### config.mk
export PLATFORM = sky130hd
export DESIGN_NAME = wireless_header_and_aggregate_parser_core_flat
export DESIGN_NICKNAME = d
export VERILOG_FILES = /design/src/sv/whap_pkg.sv /design/src/sv/whap_if.sv /design/src/sv/wireless_header_and_aggregate_parser_core.sv /design/src/sv/whap_header_decode.sv /design/src/flat_wrapper.sv
export SDC_FILE = /design/constraint.sdc
export NUM_CORES = 1
export LEC_CHECK = 0
export BUFFER_PORTS_ARGS = -buffer_cell sky130_fd_sc_hd__buf_2
export CORE_ASPECT_RATIO = 1.2
export CORE_MARGIN = 5
export CORE_UTILIZATION = 45
export CTS_BUF_LIST = sky130_fd_sc_hd__clkbuf_16
export CTS_CLUSTER_DIAMETER = 80
export DETAILED_ROUTE_END_ITERATION = 12
export SLEW_MARGIN = 5
export SYNTH_ARGS = -nofsm -noshare
export SYNTH_HDL_FRONTEND = slang
export SYNTH_SLANG_ARGS = --single-unit
### constraint.sdc
create_clock -name clock -period 13.35 [get_ports clock]
set_input_delay 0.6675 -clock clock [delete_from_list [all_inputs] [get_ports clock]]
set_output_delay 0.6675 -clock clock [all_outputs]
set_load 0.05 [all_outputs]
### src/sv/whap_pkg.sv
// Package: constants, record codes and types for the frame header parser.
package whap_pkg;

   localparam int unsigned MaxFrameBytes = 4095;
   localparam int unsigned MaxStations   = 32;
   localparam int unsigned HdrBytes      = 20;
   localparam logic [11:0] StationBase   = 12'h034;
   localparam logic [11:0] AggFirst      = 12'd24;
   localparam logic [47:0] Magic         = 48'h01fe23dc45ba;

   typedef enum logic [2:0] {
      KIND_HEADER   = 3'd0,
      KIND_STATION  = 3'd1,
      KIND_SUBFRAME = 3'd2,
      KIND_TRAILING = 3'd3,
      KIND_TRUNC    = 3'd4
   } kind_type;

   typedef enum logic [1:0] {
      CLASS_BEACON  = 2'd0,
      CLASS_MGMT    = 2'd1,
      CLASS_DATA    = 2'd2,
      CLASS_UNKNOWN = 2'd3
   } class_type;

   typedef enum logic [2:0] {
      PH_HEADER  = 3'd0,
      PH_DECIDE  = 3'd1,
      PH_ST_WAIT = 3'd2,
      PH_ST_CAP  = 3'd3,
      PH_AG_LOW  = 3'd4,
      PH_AG_HIGH = 3'd5,
      PH_DONE    = 3'd6
   } phase_type;

   typedef struct packed {
      logic [7:0]  data_byte;
      logic        frame_start;
      logic [11:0] frame_length;
   } req_type;

   typedef struct packed {
      logic [2:0]  record_kind;
      logic [1:0]  packet_class;
      logic [7:0]  type_byte;
      logic [7:0]  mode_byte;
      logic        alt_header;
      logic [23:0] counter;
      logic [47:0] address;
      logic [23:0] timestamp;
      logic [31:0] ip_address;
      logic [11:0] item_index;
      logic [11:0] item_offset;
      logic [11:0] item_length;
   } rsp_type;

endpackage

### src/sv/whap_if.sv
// Interfaces: request and response channels with valid/ready handshake.
interface whap_req_if import whap_pkg::*; ();
   logic    valid;
   logic    ready;
   req_type data;
   modport source (output valid, output data, input ready);
   modport sink   (input valid, input data, output ready);
endinterface

interface whap_rsp_if import whap_pkg::*; ();
   logic    valid;
   logic    ready;
   rsp_type data;
   modport source (output valid, output data, input ready);
   modport sink   (input valid, input data, output ready);
endinterface

### src/sv/wireless_header_and_aggregate_parser_core.sv
// Top level: byte-serial frame header and aggregate payload parser.
//
// Usage: frame bytes enter on the req channel, one request per byte, with
// frame_start and frame_length on the first byte of each frame. Each byte
// gives zero or one record on the rsp channel: the header record on byte 19,
// station or subframe records inside the payload, a trailing-data record on
// the last byte, or a truncated record on the last byte of a short frame.
// Latency: a record appears in the output register the cycle after the byte
// that causes it is accepted. Throughput: one byte per cycle; the per-byte
// bookkeeping is a few short adds and compares between the parse registers.
// A byte is taken whenever the output register is empty or is being emptied
// in the same cycle, so a stalled receiver holds the pending record and stops
// the input only while that record waits.
// Reset (synchronous, active high) clears the parse phase, counters and the
// output valid; the header buffer holds no reset and is filled by each frame.
// Bytes outside a frame are dropped; a new frame_start drops the old frame.
module wireless_header_and_aggregate_parser_core import whap_pkg::*; (
   input  logic        clock,
   input  logic        reset,
   whap_req_if.sink    req,
   whap_rsp_if.source  rsp
);
   logic [7:0]  hdr_ff [HdrBytes];
   logic [11:0] pos_ff, pos_in;
   logic [11:0] len_ff, len_in;
   phase_type   phase_ff, phase_in;
   logic [5:0]  st_cnt_ff, st_cnt_in;
   logic [11:0] sub_cnt_ff, sub_cnt_in;
   logic [11:0] nho_ff, nho_in;
   logic [7:0]  low_ff, low_in;
   logic [12:0] toff_ff, toff_in;
   logic [47:0] shift_ff, shift_in;
   logic        tval_ff, tval_in;
   logic        ovalid_ff, ovalid_in;
   rsp_type     odata_ff, odata_in;

   logic [7:0]  hdr_cur [HdrBytes];
   rsp_type     hdr_rec;
   logic        accept;
   logic [7:0]  b;
   logic        emit;
   rsp_type     rec;
   logic [11:0] flen;
   logic [11:0] pos, len_cur;
   logic [11:0] agg_len;
   logic signed [14:0] left, body, rem;
   logic [12:0] nxt;

   // take the last header byte straight from the input
   always_comb begin
      hdr_cur = hdr_ff;
      hdr_cur[HdrBytes - 1] = b;
   end

   whap_header_decode u_hdr (.hdr(hdr_cur), .rec(hdr_rec));

   assign req.ready = !ovalid_ff || rsp.ready;
   assign accept    = req.valid && req.ready;
   assign rsp.valid = ovalid_ff;
   assign rsp.data  = odata_ff;
   assign b         = req.data.data_byte;

   // advance the parse state for one accepted byte
   always_comb begin
      pos_in     = pos_ff;
      len_in     = len_ff;
      phase_in   = phase_ff;
      st_cnt_in  = st_cnt_ff;
      sub_cnt_in = sub_cnt_ff;
      nho_in     = nho_ff;
      low_in     = low_ff;
      toff_in    = toff_ff;
      shift_in   = shift_ff;
      tval_in    = tval_ff;
      emit       = 1'b0;
      rec        = '0;
      flen       = req.data.frame_length;
      agg_len    = {b[3:0], low_ff};
      left       = 15'(len_ff) - 15'(nho_ff);
      body       = left - 15'sd2;
      rem        = body - 15'(agg_len);
      nxt        = 13'(nho_ff) + 13'd2 + 13'(agg_len);
      pos        = pos_ff;
      len_cur    = len_ff;
      if (req.data.frame_start) begin
         if (flen == 12'd0) flen = 12'd1;
         len_cur  = flen;
         pos      = '0;
         phase_in = PH_HEADER;
         tval_in  = 1'b0;
         len_in   = flen;
         left     = 15'(flen) - 15'(nho_ff);
         body     = left - 15'sd2;
         rem      = body - 15'(agg_len);
      end
      pos_in = pos;
      if (pos < len_cur) begin
         pos_in = pos + 12'd1;
         unique case (req.data.frame_start ? PH_HEADER : phase_ff)
            PH_HEADER: begin
               if (pos == 12'(HdrBytes - 1)) begin
                  rec  = hdr_rec;
                  emit = 1'b1;
                  phase_in = (len_cur > 12'd26) ? PH_DECIDE : PH_DONE;
               end else if (pos == len_cur - 12'd1) begin
                  rec.record_kind = KIND_TRUNC;
                  rec.item_length = len_cur;
                  emit = 1'b1;
                  phase_in = PH_DONE;
               end
            end
            PH_DECIDE: begin
               if (b >= 8'h20) begin
                  st_cnt_in = '0;
                  toff_in   = 13'(StationBase);
                  tval_in   = 1'b1;
                  phase_in  = PH_ST_WAIT;
               end else begin
                  sub_cnt_in = '0;
                  nho_in     = AggFirst;
                  phase_in   = PH_AG_LOW;
               end
            end
            PH_ST_WAIT: begin
               if (13'(pos) == toff_ff) begin
                  if (st_cnt_ff < 6'(MaxStations) && 13'(len_cur) > toff_ff + 13'd6
                      && b == 8'h00) begin
                     shift_in = '0;
                     phase_in = PH_ST_CAP;
                  end else begin
                     phase_in = PH_DONE;
                  end
               end
            end
            PH_ST_CAP: begin
               shift_in = {shift_ff[39:0], b};
               if (13'(pos) == toff_ff + 13'd5) begin
                  rec.record_kind = KIND_STATION;
                  rec.address     = {shift_ff[39:0], b};
                  rec.item_index  = 12'(st_cnt_ff);
                  rec.item_offset = toff_ff[11:0];
                  emit      = 1'b1;
                  st_cnt_in = st_cnt_ff + 6'd1;
                  toff_in   = toff_ff + 13'd8;
                  phase_in  = PH_ST_WAIT;
               end
            end
            PH_AG_LOW: begin
               if (pos == nho_ff) begin
                  low_in   = b;
                  phase_in = PH_AG_HIGH;
               end
            end
            PH_AG_HIGH: begin
               if (agg_len == 12'd0) begin
                  toff_in  = 13'(nho_ff);
                  tval_in  = left > 15'sd2;
                  phase_in = PH_DONE;
               end else begin
                  sub_cnt_in = sub_cnt_ff + 12'd1;
                  rec.record_kind = KIND_SUBFRAME;
                  rec.item_index  = sub_cnt_ff + 12'd1;
                  rec.item_offset = nho_ff + 12'd2;
                  rec.item_length = (15'(agg_len) > body) ? body[11:0] : agg_len;
                  emit = 1'b1;
                  if (rem > 15'sd6) begin
                     nho_in   = nxt[11:0];
                     phase_in = PH_AG_LOW;
                  end else begin
                     tval_in  = rem > 15'sd2;
                     toff_in  = nxt;
                     phase_in = PH_DONE;
                  end
               end
            end
            default: ;
         endcase
         // trailing data on the last byte
         if (!emit && pos == len_cur - 12'd1 && tval_in && toff_in <= 13'(len_cur)) begin
            rec = '0;
            rec.record_kind = KIND_TRAILING;
            rec.item_offset = toff_in[11:0];
            rec.item_length = len_cur - toff_in[11:0];
            emit = 1'b1;
         end
      end
   end

   // hold a pending record until taken
   always_comb begin
      ovalid_in = ovalid_ff && !rsp.ready;
      odata_in  = odata_ff;
      if (accept && emit) begin
         ovalid_in = 1'b1;
         odata_in  = rec;
      end
   end

   always_ff @(posedge clock) begin
      if (reset) begin
         pos_ff     <= '0;
         len_ff     <= '0;
         phase_ff   <= PH_HEADER;
         st_cnt_ff  <= '0;
         sub_cnt_ff <= '0;
         nho_ff     <= '0;
         low_ff     <= '0;
         toff_ff    <= '0;
         shift_ff   <= '0;
         tval_ff    <= 1'b0;
         ovalid_ff  <= 1'b0;
      end else begin
         ovalid_ff <= ovalid_in;
         if (accept) begin
            pos_ff     <= pos_in;
            len_ff     <= len_in;
            phase_ff   <= phase_in;
            st_cnt_ff  <= st_cnt_in;
            sub_cnt_ff <= sub_cnt_in;
            nho_ff     <= nho_in;
            low_ff     <= low_in;
            toff_ff    <= toff_in;
            shift_ff   <= shift_in;
            tval_ff    <= tval_in;
         end
      end
   end

   // capture header bytes and the output record
   always_ff @(posedge clock) begin
      odata_ff <= odata_in;
      if (accept && (req.data.frame_start || phase_ff == PH_HEADER)
          && (req.data.frame_start ? 12'd0 : pos_ff) < 12'(HdrBytes)) begin
         hdr_ff[(req.data.frame_start ? 5'd0 : pos_ff[4:0])] <= b;
      end
   end

`ifndef SYNTH
   a_hold: assert property (@(posedge clock) disable iff (reset)
      rsp.valid && !rsp.ready |=> rsp.valid && $stable(rsp.data))
      else $error("pending record changed while stalled");
   a_ready: assert property (@(posedge clock) disable iff (reset)
      !rsp.valid |-> req.ready)
      else $error("input stalled with empty output");
   a_count: assert property (@(posedge clock) disable iff (reset)
      st_cnt_ff <= 6'(MaxStations))
      else $error("station count past limit");
`endif
endmodule

### src/sv/whap_header_decode.sv
// Header decode: builds the header record from the 20 header bytes.
module whap_header_decode import whap_pkg::*; (
   input  logic [7:0] hdr [HdrBytes],
   output rsp_type    rec
);
   logic [47:0] magic_field;
   logic        alt;

   always_comb begin
      magic_field = {hdr[8], hdr[9], hdr[10], hdr[11], hdr[12], hdr[13]};
      alt = (magic_field == Magic);
      rec = '0;
      rec.record_kind = KIND_HEADER;
      // classify the type byte
      priority if (hdr[0][3:0] == 4'h0) begin
         rec.packet_class = CLASS_BEACON;
      end else if (hdr[0] == 8'h11) begin
         rec.packet_class = CLASS_MGMT;
      end else if (hdr[0] == 8'h01) begin
         rec.packet_class = CLASS_DATA;
      end else begin
         rec.packet_class = CLASS_UNKNOWN;
      end
      rec.type_byte  = hdr[0];
      rec.mode_byte  = hdr[1];
      rec.alt_header = alt;
      // pick the field layout
      if (alt) begin
         rec.counter   = {hdr[5], hdr[6], hdr[7]};
         rec.address   = magic_field;
         rec.timestamp = {hdr[2], hdr[3], hdr[4]};
      end else begin
         rec.counter   = {8'h00, hdr[2], hdr[3]};
         rec.address   = {hdr[4], hdr[5], hdr[6], hdr[7], hdr[8], hdr[9]};
         rec.timestamp = {hdr[10], hdr[11], hdr[12]};
      end
      rec.ip_address = {hdr[16], hdr[17], hdr[18], hdr[19]};
   end
endmodule
### src/flat_wrapper.sv
// flat-port wrapper written by rule: the top's interface ports become plain ports
module wireless_header_and_aggregate_parser_core_flat import whap_pkg::*;
  (clock, reset, req_valid, req_data, req_ready, rsp_valid, rsp_data, rsp_ready);
  whap_req_if req_i ();
  whap_rsp_if rsp_i ();
  input  logic clock;
  input  logic reset;
  input wire logic [$bits(req_i.valid)-1:0] req_valid;
  input wire logic [$bits(req_i.data)-1:0] req_data;
  output wire logic [$bits(req_i.ready)-1:0] req_ready;
  output wire logic [$bits(rsp_i.valid)-1:0] rsp_valid;
  output wire logic [$bits(rsp_i.data)-1:0] rsp_data;
  input wire logic [$bits(rsp_i.ready)-1:0] rsp_ready;
  assign req_i.valid = req_valid;
  assign req_i.data = req_data;
  assign req_ready = req_i.ready;
  assign rsp_valid = rsp_i.valid;
  assign rsp_data = rsp_i.data;
  assign rsp_i.ready = rsp_ready;
  wireless_header_and_aggregate_parser_core u_core (.clock(clock), .reset(reset), .req(req_i), .rsp(rsp_i));
endmodule
### Word-level counts from Yosys, hierarchy flattened

Index checks and enable logic that the tools add are counted.

| cells by class | value |
|---|---|
| $add $sub $neg | 17 |
| $lt $le $gt $ge | 13 |
| equality and inequality tests | 20 |
| multiplexer cells | 82 |
| bitwise operators | 5 |
| reduce and logical (&&, ||, !) cells | 36 |

Operators by type and width:

| operator | count |
|---|---|
| two-way mux 185 bit | 1 |
| two-way mux 171 bit | 1 |
| bitwise mux 160 bit | 1 |
| two-way mux 12 bit | 13 |
| two-way mux 96 bit | 1 |
| one-hot mux 48 bit (2 select lines) | 1 |
| two-way mux 40 bit | 2 |
| one-hot mux 40 bit (2 select lines) | 1 |
| one-hot mux 12 bit (2 select lines) | 3 |
| one-hot mux 24 bit (3 select lines) | 1 |
| two-way mux 13 bit | 5 |
| two-way mux 56 bit | 1 |
| == test 48 x 41 -> 1 bit, second input constant | 1 |
| two-way mux 48 bit | 1 |
| two-way mux 15 bit | 3 |
| two-way mux 43 bit | 1 |
| demux 8 bit (select 5 bit) | 1 |
| one-hot mux 13 bit (3 select lines) | 1 |
| two-way mux 3 bit | 12 |
| two-way mux 36 bit | 1 |
| > comparator 15 x 3 -> 1 bit, second input constant | 2 |
| subtractor 15 x 12 -> 15 bit | 2 |
| subtractor 15 x 3 -> 15 bit, second input constant | 2 |
| adder 13 x 3 -> 13 bit, second input constant | 2 |
| other kinds (59) | 113 |

| word-level totals | value |
|---|---|
| flip-flop bits (word level) | 466 |
| input bits | 25 |
| output and inout bits | 188 |
| logic and storage cells | 219 |

### Logic depth before layout (Yosys ltp)

| logic depth | value |
|---|---|
| depth in word-level cells | 18 |
| gate-level depth with buffers | 38 |
| mapped depth without buffers | 35 |

### Hierarchy

Synthesis repeated with hierarchy kept, for this count alone.

| unflattened totals | value |
|---|---|
| cell total of the unflattened synthesis | 2607 |
| area total of the unflattened synthesis | 26306.5 µm² |

By module, submodules not included:

| module | times used | cells each | area an instance (µm²) | seq. area each (µm²) |
|---|---|---|---|---|
| wireless_header_and_aggregate_parser_core | 1 | 2390 | 24672.4 | 12552.0 |
| whap_header_decode | 1 | 217 | 1634.1 | 0.0 |

### Worst setup path after synthesis

Ideal clock, no wire load.

| timing | value |
|---|---|
| path kind | input-to-reg |
| start point | input port req_data[5] |
| end point | register u_core.odata_ff (netlist bit u_core.rsp.data[0]), enable pin |
| setup time | 538 ps |
| arrival | 10816 ps |
| data required time | 12812 ps |
| path slack | 1995 ps |
| stages | 30 |
| buffers on the path | 1 |
| path through | nor4_1 > a31oi_1 > ha_1 > inv_1 > fa_1 > mux2i_1 > ha_1 > a21boi_2 > xnor2_1 > ha_1 > a21o_1 > a21oi_1 > o22ai_1 > o41ai_2 > xnor2_1 > or3_4 > a2111oi_1 > nand4_1 > nand2_1 > buf_1 > mux2i_1 > o211ai_1 > inv_1 > ha_1 > and3_1 > nand3_2 > nor4b_1 > o21ai_2 > a21o_1 > inv_1 |

| between the ends | value |
|---|---|
| cells in the longest elaborated chain, start to end | 17 |
| elaborated cells on any way between the ends | 35 |
| classes of those cells | 4 x add/sub; 5 x order compare; 1 x eq/ne; 19 x mux; 6 x reduce/logical |

Ends and longest elaborated chain:

| element | line | RTL |
|---|---|---|
| start, declared | flat_wrapper.sv:9 | `input wire logic [$bits(req_i.data)-1:0] req_data;` |
| logical NOT 12 bit | wireless_header_and_aggregate_parser_core.sv:86 | `if (flen == 12'd0) flen = 12'd1;` |
| two-way mux 12 bit (*) | wireless_header_and_aggregate_parser_core.sv:86 |  |
| two-way mux 12 bit (*) | wireless_header_and_aggregate_parser_core.sv:85 | `if (req.data.frame_start) begin` |
| subtractor 12 x 12 -> 13 bit or two-way mux 12 bit (tied branches) | wireless_header_and_aggregate_parser_core.sv:92, wireless_header_and_aggregate_parser_core.sv:85 |  |
| subtractor 15 x 3 -> 15 bit or subtractor 12 x 1 -> 12 bit (tied branches) | wireless_header_and_aggregate_parser_core.sv:93, wireless_header_and_aggregate_parser_core.sv:105, wireless_header_and_aggregate_parser_core.sv:179 |  |
| subtractor 15 x 12 -> 15 bit or == test 12 bit (tied branches) | wireless_header_and_aggregate_parser_core.sv:94, wireless_header_and_aggregate_parser_core.sv:105, wireless_header_and_aggregate_parser_core.sv:179 |  |
| two-way mux 15 bit or two-way mux 1 bit (tied branches) | wireless_header_and_aggregate_parser_core.sv:85, wireless_header_and_aggregate_parser_core.sv:105 |  |
| > comparator 15 x 4 -> 1 bit, or another cell as far along | wireless_header_and_aggregate_parser_core.sv:166 | `if (rem > 15'sd6) begin` |
| two-way mux 13 bit, or another cell as far along | wireless_header_and_aggregate_parser_core.sv:166 |  |
| two-way mux 13 bit, or another cell as far along | wireless_header_and_aggregate_parser_core.sv:155 | `if (agg_len == 12'd0) begin` |
| one-hot mux 13 bit (3 select lines), or another cell as far along | wireless_header_and_aggregate_parser_core.sv:99 | `unique case (req.data.frame_start ? PH_HEADER : phase_ff)` |
| two-way mux 13 bit, or another cell as far along | wireless_header_and_aggregate_parser_core.sv:97 | `if (pos < len_cur) begin` |
| <= comparator 13 x 12 -> 1 bit or logical AND 1 bit (tied branches) | wireless_header_and_aggregate_parser_core.sv:179 | `if (!emit && pos == len_cur - 12'd1 && tval_in && toff_in <= 13'(len_cur)) begin` |
| logical AND 1 bit | wireless_header_and_aggregate_parser_core.sv:179 |  |
| two-way mux 1 bit | wireless_header_and_aggregate_parser_core.sv:179 |  |
| two-way mux 1 bit (*) | wireless_header_and_aggregate_parser_core.sv:97 |  |
| logical AND 1 bit (*) | wireless_header_and_aggregate_parser_core.sv:193 | `if (accept && emit) begin` |
| end signal, assigned | wireless_header_and_aggregate_parser_core.sv:231 | `odata_ff <= odata_in;` |
| end, declared | wireless_header_and_aggregate_parser_core.sv:35 | `rsp_type odata_ff, odata_in;` |

Mark *: on every way between the ends. The rest lies on a longest branch, timed or not. The select of a mux whose other input is x is not followed.
A chain may end at the register's enable or synchronous reset.

### Final worst setup path

| timing | value |
|---|---|
| start point | register u_core.nho_ff[0] |
| end point | register u_core.odata_ff (netlist bit u_core.rsp.data[108]), enable pin |

| between the ends | value |
|---|---|
| cells in the longest elaborated chain, start to end | 14 |
| elaborated cells on any way between the ends | 27 |
| classes of those cells | 8 x add/sub; 4 x order compare; 12 x mux; 3 x reduce/logical |

Ends and longest elaborated chain:

| element | line | RTL |
|---|---|---|
| start, declared | wireless_header_and_aggregate_parser_core.sv:29 | `logic [11:0] nho_ff, nho_in;` |
| start signal, assigned | wireless_header_and_aggregate_parser_core.sv:220 | `nho_ff <= nho_in;` |
| subtractor 12 x 12 -> 13 bit, on equally long branches | wireless_header_and_aggregate_parser_core.sv:79, wireless_header_and_aggregate_parser_core.sv:92 |  |
| subtractor 15 x 3 -> 15 bit, on equally long branches | wireless_header_and_aggregate_parser_core.sv:80, wireless_header_and_aggregate_parser_core.sv:93 |  |
| subtractor 15 x 12 -> 15 bit, on equally long branches | wireless_header_and_aggregate_parser_core.sv:81, wireless_header_and_aggregate_parser_core.sv:94 |  |
| two-way mux 15 bit | wireless_header_and_aggregate_parser_core.sv:85 |  |
| > comparator 15 x 4 -> 1 bit or > comparator 15 x 3 -> 1 bit (tied branches) | wireless_header_and_aggregate_parser_core.sv:166, wireless_header_and_aggregate_parser_core.sv:170 |  |
| two-way mux 13 bit or two-way mux 1 bit (tied branches) | wireless_header_and_aggregate_parser_core.sv:166 |  |
| two-way mux 13 bit or two-way mux 1 bit (tied branches) | wireless_header_and_aggregate_parser_core.sv:155 |  |
| one-hot mux 13 bit (3 select lines) or one-hot mux 1 bit (2 select lines) (tied branches) | wireless_header_and_aggregate_parser_core.sv:99 |  |
| two-way mux 13 bit or two-way mux 1 bit (tied branches) | wireless_header_and_aggregate_parser_core.sv:97 |  |
| <= comparator 13 x 12 -> 1 bit or logical AND 1 bit (tied branches) | wireless_header_and_aggregate_parser_core.sv:179 |  |
| logical AND 1 bit (*) | wireless_header_and_aggregate_parser_core.sv:179 |  |
| two-way mux 1 bit (*) | wireless_header_and_aggregate_parser_core.sv:179 |  |
| two-way mux 1 bit (*) | wireless_header_and_aggregate_parser_core.sv:97 |  |
| logical AND 1 bit (*) | wireless_header_and_aggregate_parser_core.sv:193 |  |

Marks and branches as above.

==> run metrics <==
vias in the first global route=between 15000 and 20000; critical path's top delay family=compound AO/OA/AOI/OAI gates; clock transition at the register clock pins on the worst setup and hold paths after CTS=roughly 0.060 ns; synthesized netlist net count=approximately 2600; share of synthesized registers carrying an async set or reset=0%; Worst Skew=0.0248 ns; class of the worst hold path=in2reg; buffers inserted during post-CTS setup optimization=0; Congestion Overflow GR=0; insertion delay to the later sink of the worst-skew pair=around 0.59 ns; outcome=finished clean; number of vias after detailed routing=19900; largest stage delay on the critical path=around 0.70 ns; count of unresolved DRC violations after routing=0; Buffers on Ports=between 200 and 250; Max Cap Viol=0; Critical Path End Type=flop; floorplan die width=222 um; fill cell count=around 5000; setup violators final=0; CTS root buffer=sky130_fd_sc_hd__clkbuf_16; fraction of the cycle the final worst path needs=~76%; post-placement cell count=3262; vertical die dimension=about 260 um; routed length per placed instance=around 26 um; number of ports placed on the die boundary=about 210; post-layout power=3.18 mW; Max stage delay cell, worst path=sky130_fd_sc_hd__inv_6; core box area=about 54000 um2; count of synthesis-stage warnings from yosys=0; Slew Limit Fails=0; number of distinct library cells after synthesis=100; cell row count=93; combined area of all synthesized cells=between 20000 and 25000 um2; worst-margin pin slew=~1.2 ns; vias per cell=between 5 and 6; cell count after synthesis=2433; required time worst endpoint=approximately 14 ns; Max Root-Sink Buffers=3; share of layout cells above drive strength 1=between 10% and 20%; post-detail-place hpwl=between 60 and 70 mm; #FFs+latches synth=between 400 and 500; die area=58800 um2; CTS Hold Buffers Added=0; average cell area after synthesis=9.99 um2; total power density per cell area=115 nW/um2; number of DRC markers in iteration 0=between 1500 and 2000; Max transition margin=21.0%; CTS tree=built; Area Overhead vs Synth=13.7%; count of antenna-violating nets left after detailed routing=0; Worst VDD drop=roughly 0.079 mV; overall fraction of global-route tracks in use=27.9%; initial cell density of the core=a little under half; global-route wire length before repair=around 130 mm; unrepaired setup endpoints after global routing=false; CP arrival=a little over 10 ns; pin count of the biggest net entering global routing=between 100 and 150; number of H-tree branching levels=2; placed inst area=between 20000 and 30000 um2; post-synthesis sequential area ratio=49.7%; CP Max Fanout=104; number of standard cells in the final layout excluding fillers=approximately 3300; dominant synthesized flop cell=sky130_fd_sc_hd__edfxtp_1; number of iterations in the first detailed-routing pass=5; number of enable-type register cells in the synthesized netlist=roughly 320; antenna violations before repair=3; accumulated negative setup slack=0 ns; final estimated routing congestion in global placement=between 0.9 and 1; top achievable clock speed=slightly below 100 MHz; number of clock sinks seen by CTS=442; Crit Path Category=reg2reg; count of final hold-check violations=0; Critical Path Start Type=flop; Layout Cell Area excl Fill=roughly 28000 um2; TritonCTS Buffers=45; number of nets at the end of the flow=2756; buffers plus inverters on the worst setup path=4; wire length reported by the detailed router=between 80 and 90 mm; final hold slack=a little under 0.4 ns; static power due to leakage=a little under 10 nW; fin crit period=around 10 ns; count of cells resized by post-cts repair=0
[area by class of cell]
class / count / area (um2) / area share, %
Sequential cell: 442 / 12100 / 43.7
Timing Repair Buffer: 267 / 1490 / 5.39
Multi-Input combinational cell: 1741 / 11300 / 40.8
Tap cell: 712 / 891 / 3.22
Antenna cell: 1 / 2.50 / 0.00906
Inverter: 100 / 380 / 1.38
Clock buffer: 45 / 1130 / 4.07
Clock inverter: 38 / 398 / 1.44
[through the flow]
stage	utilization, %	setup slack, ns
6_report	51.5	3.23
5_1_grt	51.5	2.73
4_1_cts	51.5	3.36
3_5_place_dp	48.7	2.91
3_3_place_gp	48.7	3.16
2_1_floorplan	-	2.00
[report_power, final]
part	total (mW)	internal (mW)	switching, mW
registers	1.48	1.47	0.0143
logic	0.384	0.140	0.244
clock network	1.31	0.758	0.553
total	3.18	2.37	0.811
[cell usage after synthesis, drive strengths merged (6+ instances only)]
| master | count | share of area, % |
|---|---|---|
| a2111oi | 8 | 0.30 |
| a211oi | 29 | 0.90 |
| a21boi | 7 | 0.25 |
| a21o | 27 | 0.83 |
| a21oi | 207 | 4.4 |
| a221oi | 7 | 0.28 |
| a22oi | 46 | 1.4 |
| a31oi | 14 | 0.39 |
| and2 | 59 | 1.5 |
| and3 | 34 | 0.87 |
| buf | 33 | 0.79 |
| clkbuf | 117 | 1.8 |
| dfxtp | 120 | 9.9 |
| edfxtp | 322 | 40 |
| ha | 129 | 6.6 |
| inv | 98 | 1.5 |
| mux2i | 51 | 2.1 |
| nand2 | 198 | 3.1 |
| nand2b | 7 | 0.18 |
| nand3 | 97 | 2.0 |
| nand3b | 11 | 0.34 |
| nand4 | 25 | 0.64 |
| nor2 | 250 | 3.9 |
| nor2b | 24 | 0.62 |
| nor3 | 59 | 1.2 |
| nor4 | 16 | 0.41 |
| o211ai | 11 | 0.34 |
| o21a | 36 | 1.1 |
| o21ai | 108 | 2.2 |
| o21bai | 10 | 0.31 |
| o22a | 7 | 0.25 |
| o22ai | 19 | 0.49 |
| o31ai | 6 | 0.24 |
| o41ai | 6 | 0.25 |
| or3 | 19 | 0.51 |
| or4 | 9 | 0.29 |
| xnor2 | 83 | 3.0 |
| xor2 | 31 | 1.1 |
[flip-flops by register name, summed over array words and instances (netlist names), 8 cells and up]
signal,count
u_core.toff_ff,13
u_core.len_ff,12
u_core.pos_ff,12
u_core.low_ff,8
u_core.nho_ff,12
u_core.shift_ff,40
u_core.rsp.data,186
u_core.hdr_cur,136
u_core.sub_cnt_ff,12
[kinds of logic after synthesis]
group,after synthesis,share of synthesized area [%]
compound gates,596,16.0
flops,442,49.7
xor+xnor,114,4.11
simple gates,843,16.8
buf+inv,250,4.14
mux,54,2.24
fa+ha+maj,134,7.05
[layout by cell type (no fill, tap or decap), types with 25 or more instances in the layout]
cell type / count
sky130_fd_sc_hd__a22oi_1: 46
sky130_fd_sc_hd__o21ai_0: 103
sky130_fd_sc_hd__a21oi_1: 199
sky130_fd_sc_hd__o21a_1: 35
sky130_fd_sc_hd__inv_1: 101
sky130_fd_sc_hd__ha_1: 129
sky130_fd_sc_hd__nand4_1: 25
sky130_fd_sc_hd__nor2_1: 249
sky130_fd_sc_hd__nor3_1: 54
sky130_fd_sc_hd__and2_1: 57
sky130_fd_sc_hd__buf_2: 211
sky130_fd_sc_hd__buf_4: 55
sky130_fd_sc_hd__mux2i_1: 51
sky130_fd_sc_hd__xnor2_1: 83
sky130_fd_sc_hd__a21o_1: 27
sky130_fd_sc_hd__clkbuf_16: 45
sky130_fd_sc_hd__dfxtp_1: 120
sky130_fd_sc_hd__edfxtp_1: 322
sky130_fd_sc_hd__and3_1: 34
sky130_fd_sc_hd__nand2_1: 198
sky130_fd_sc_hd__xor2_1: 31
sky130_fd_sc_hd__nand3_1: 95
sky130_fd_sc_hd__a211oi_1: 29
[final timing paths]
| check | start | to | slack (ns) | cells past startpoint |
|---|---|---|---|---|
| max | u_core.nho_ff[0] | u_core.rsp.data[108] | 3.23 | 30 |
| min | req_data[6] | u_core.len_ff[6] | 0.39 | 3 |
| max reg2reg | u_core.nho_ff[0] | u_core.rsp.data[108] | 3.23 | 30 |
| min reg2reg | u_core.shift_ff[37] | u_core.shift_ff[37] | 0.45 | 2 |
[worst min-delay path, delay by kind of cell]
| kind | cells | cell delay [ns] |
|---|---|---|
| AND/OR/NAND/NOR | 1 | 0.08 |
| multiplexers | 1 | 0.07 |
| buffers and inverters | 1 | 0.12 |
[routing by layer]
layer	track usage, %	wire length (um)	part of all wire (%)
met1	36.3	34900	41
met2	47.6	41600	49
met3	3.21	5040	5.9
met5	0	0	0
met4	11.6	3970	4.6
Note: power is estimated with default switching activity, not from simulation.
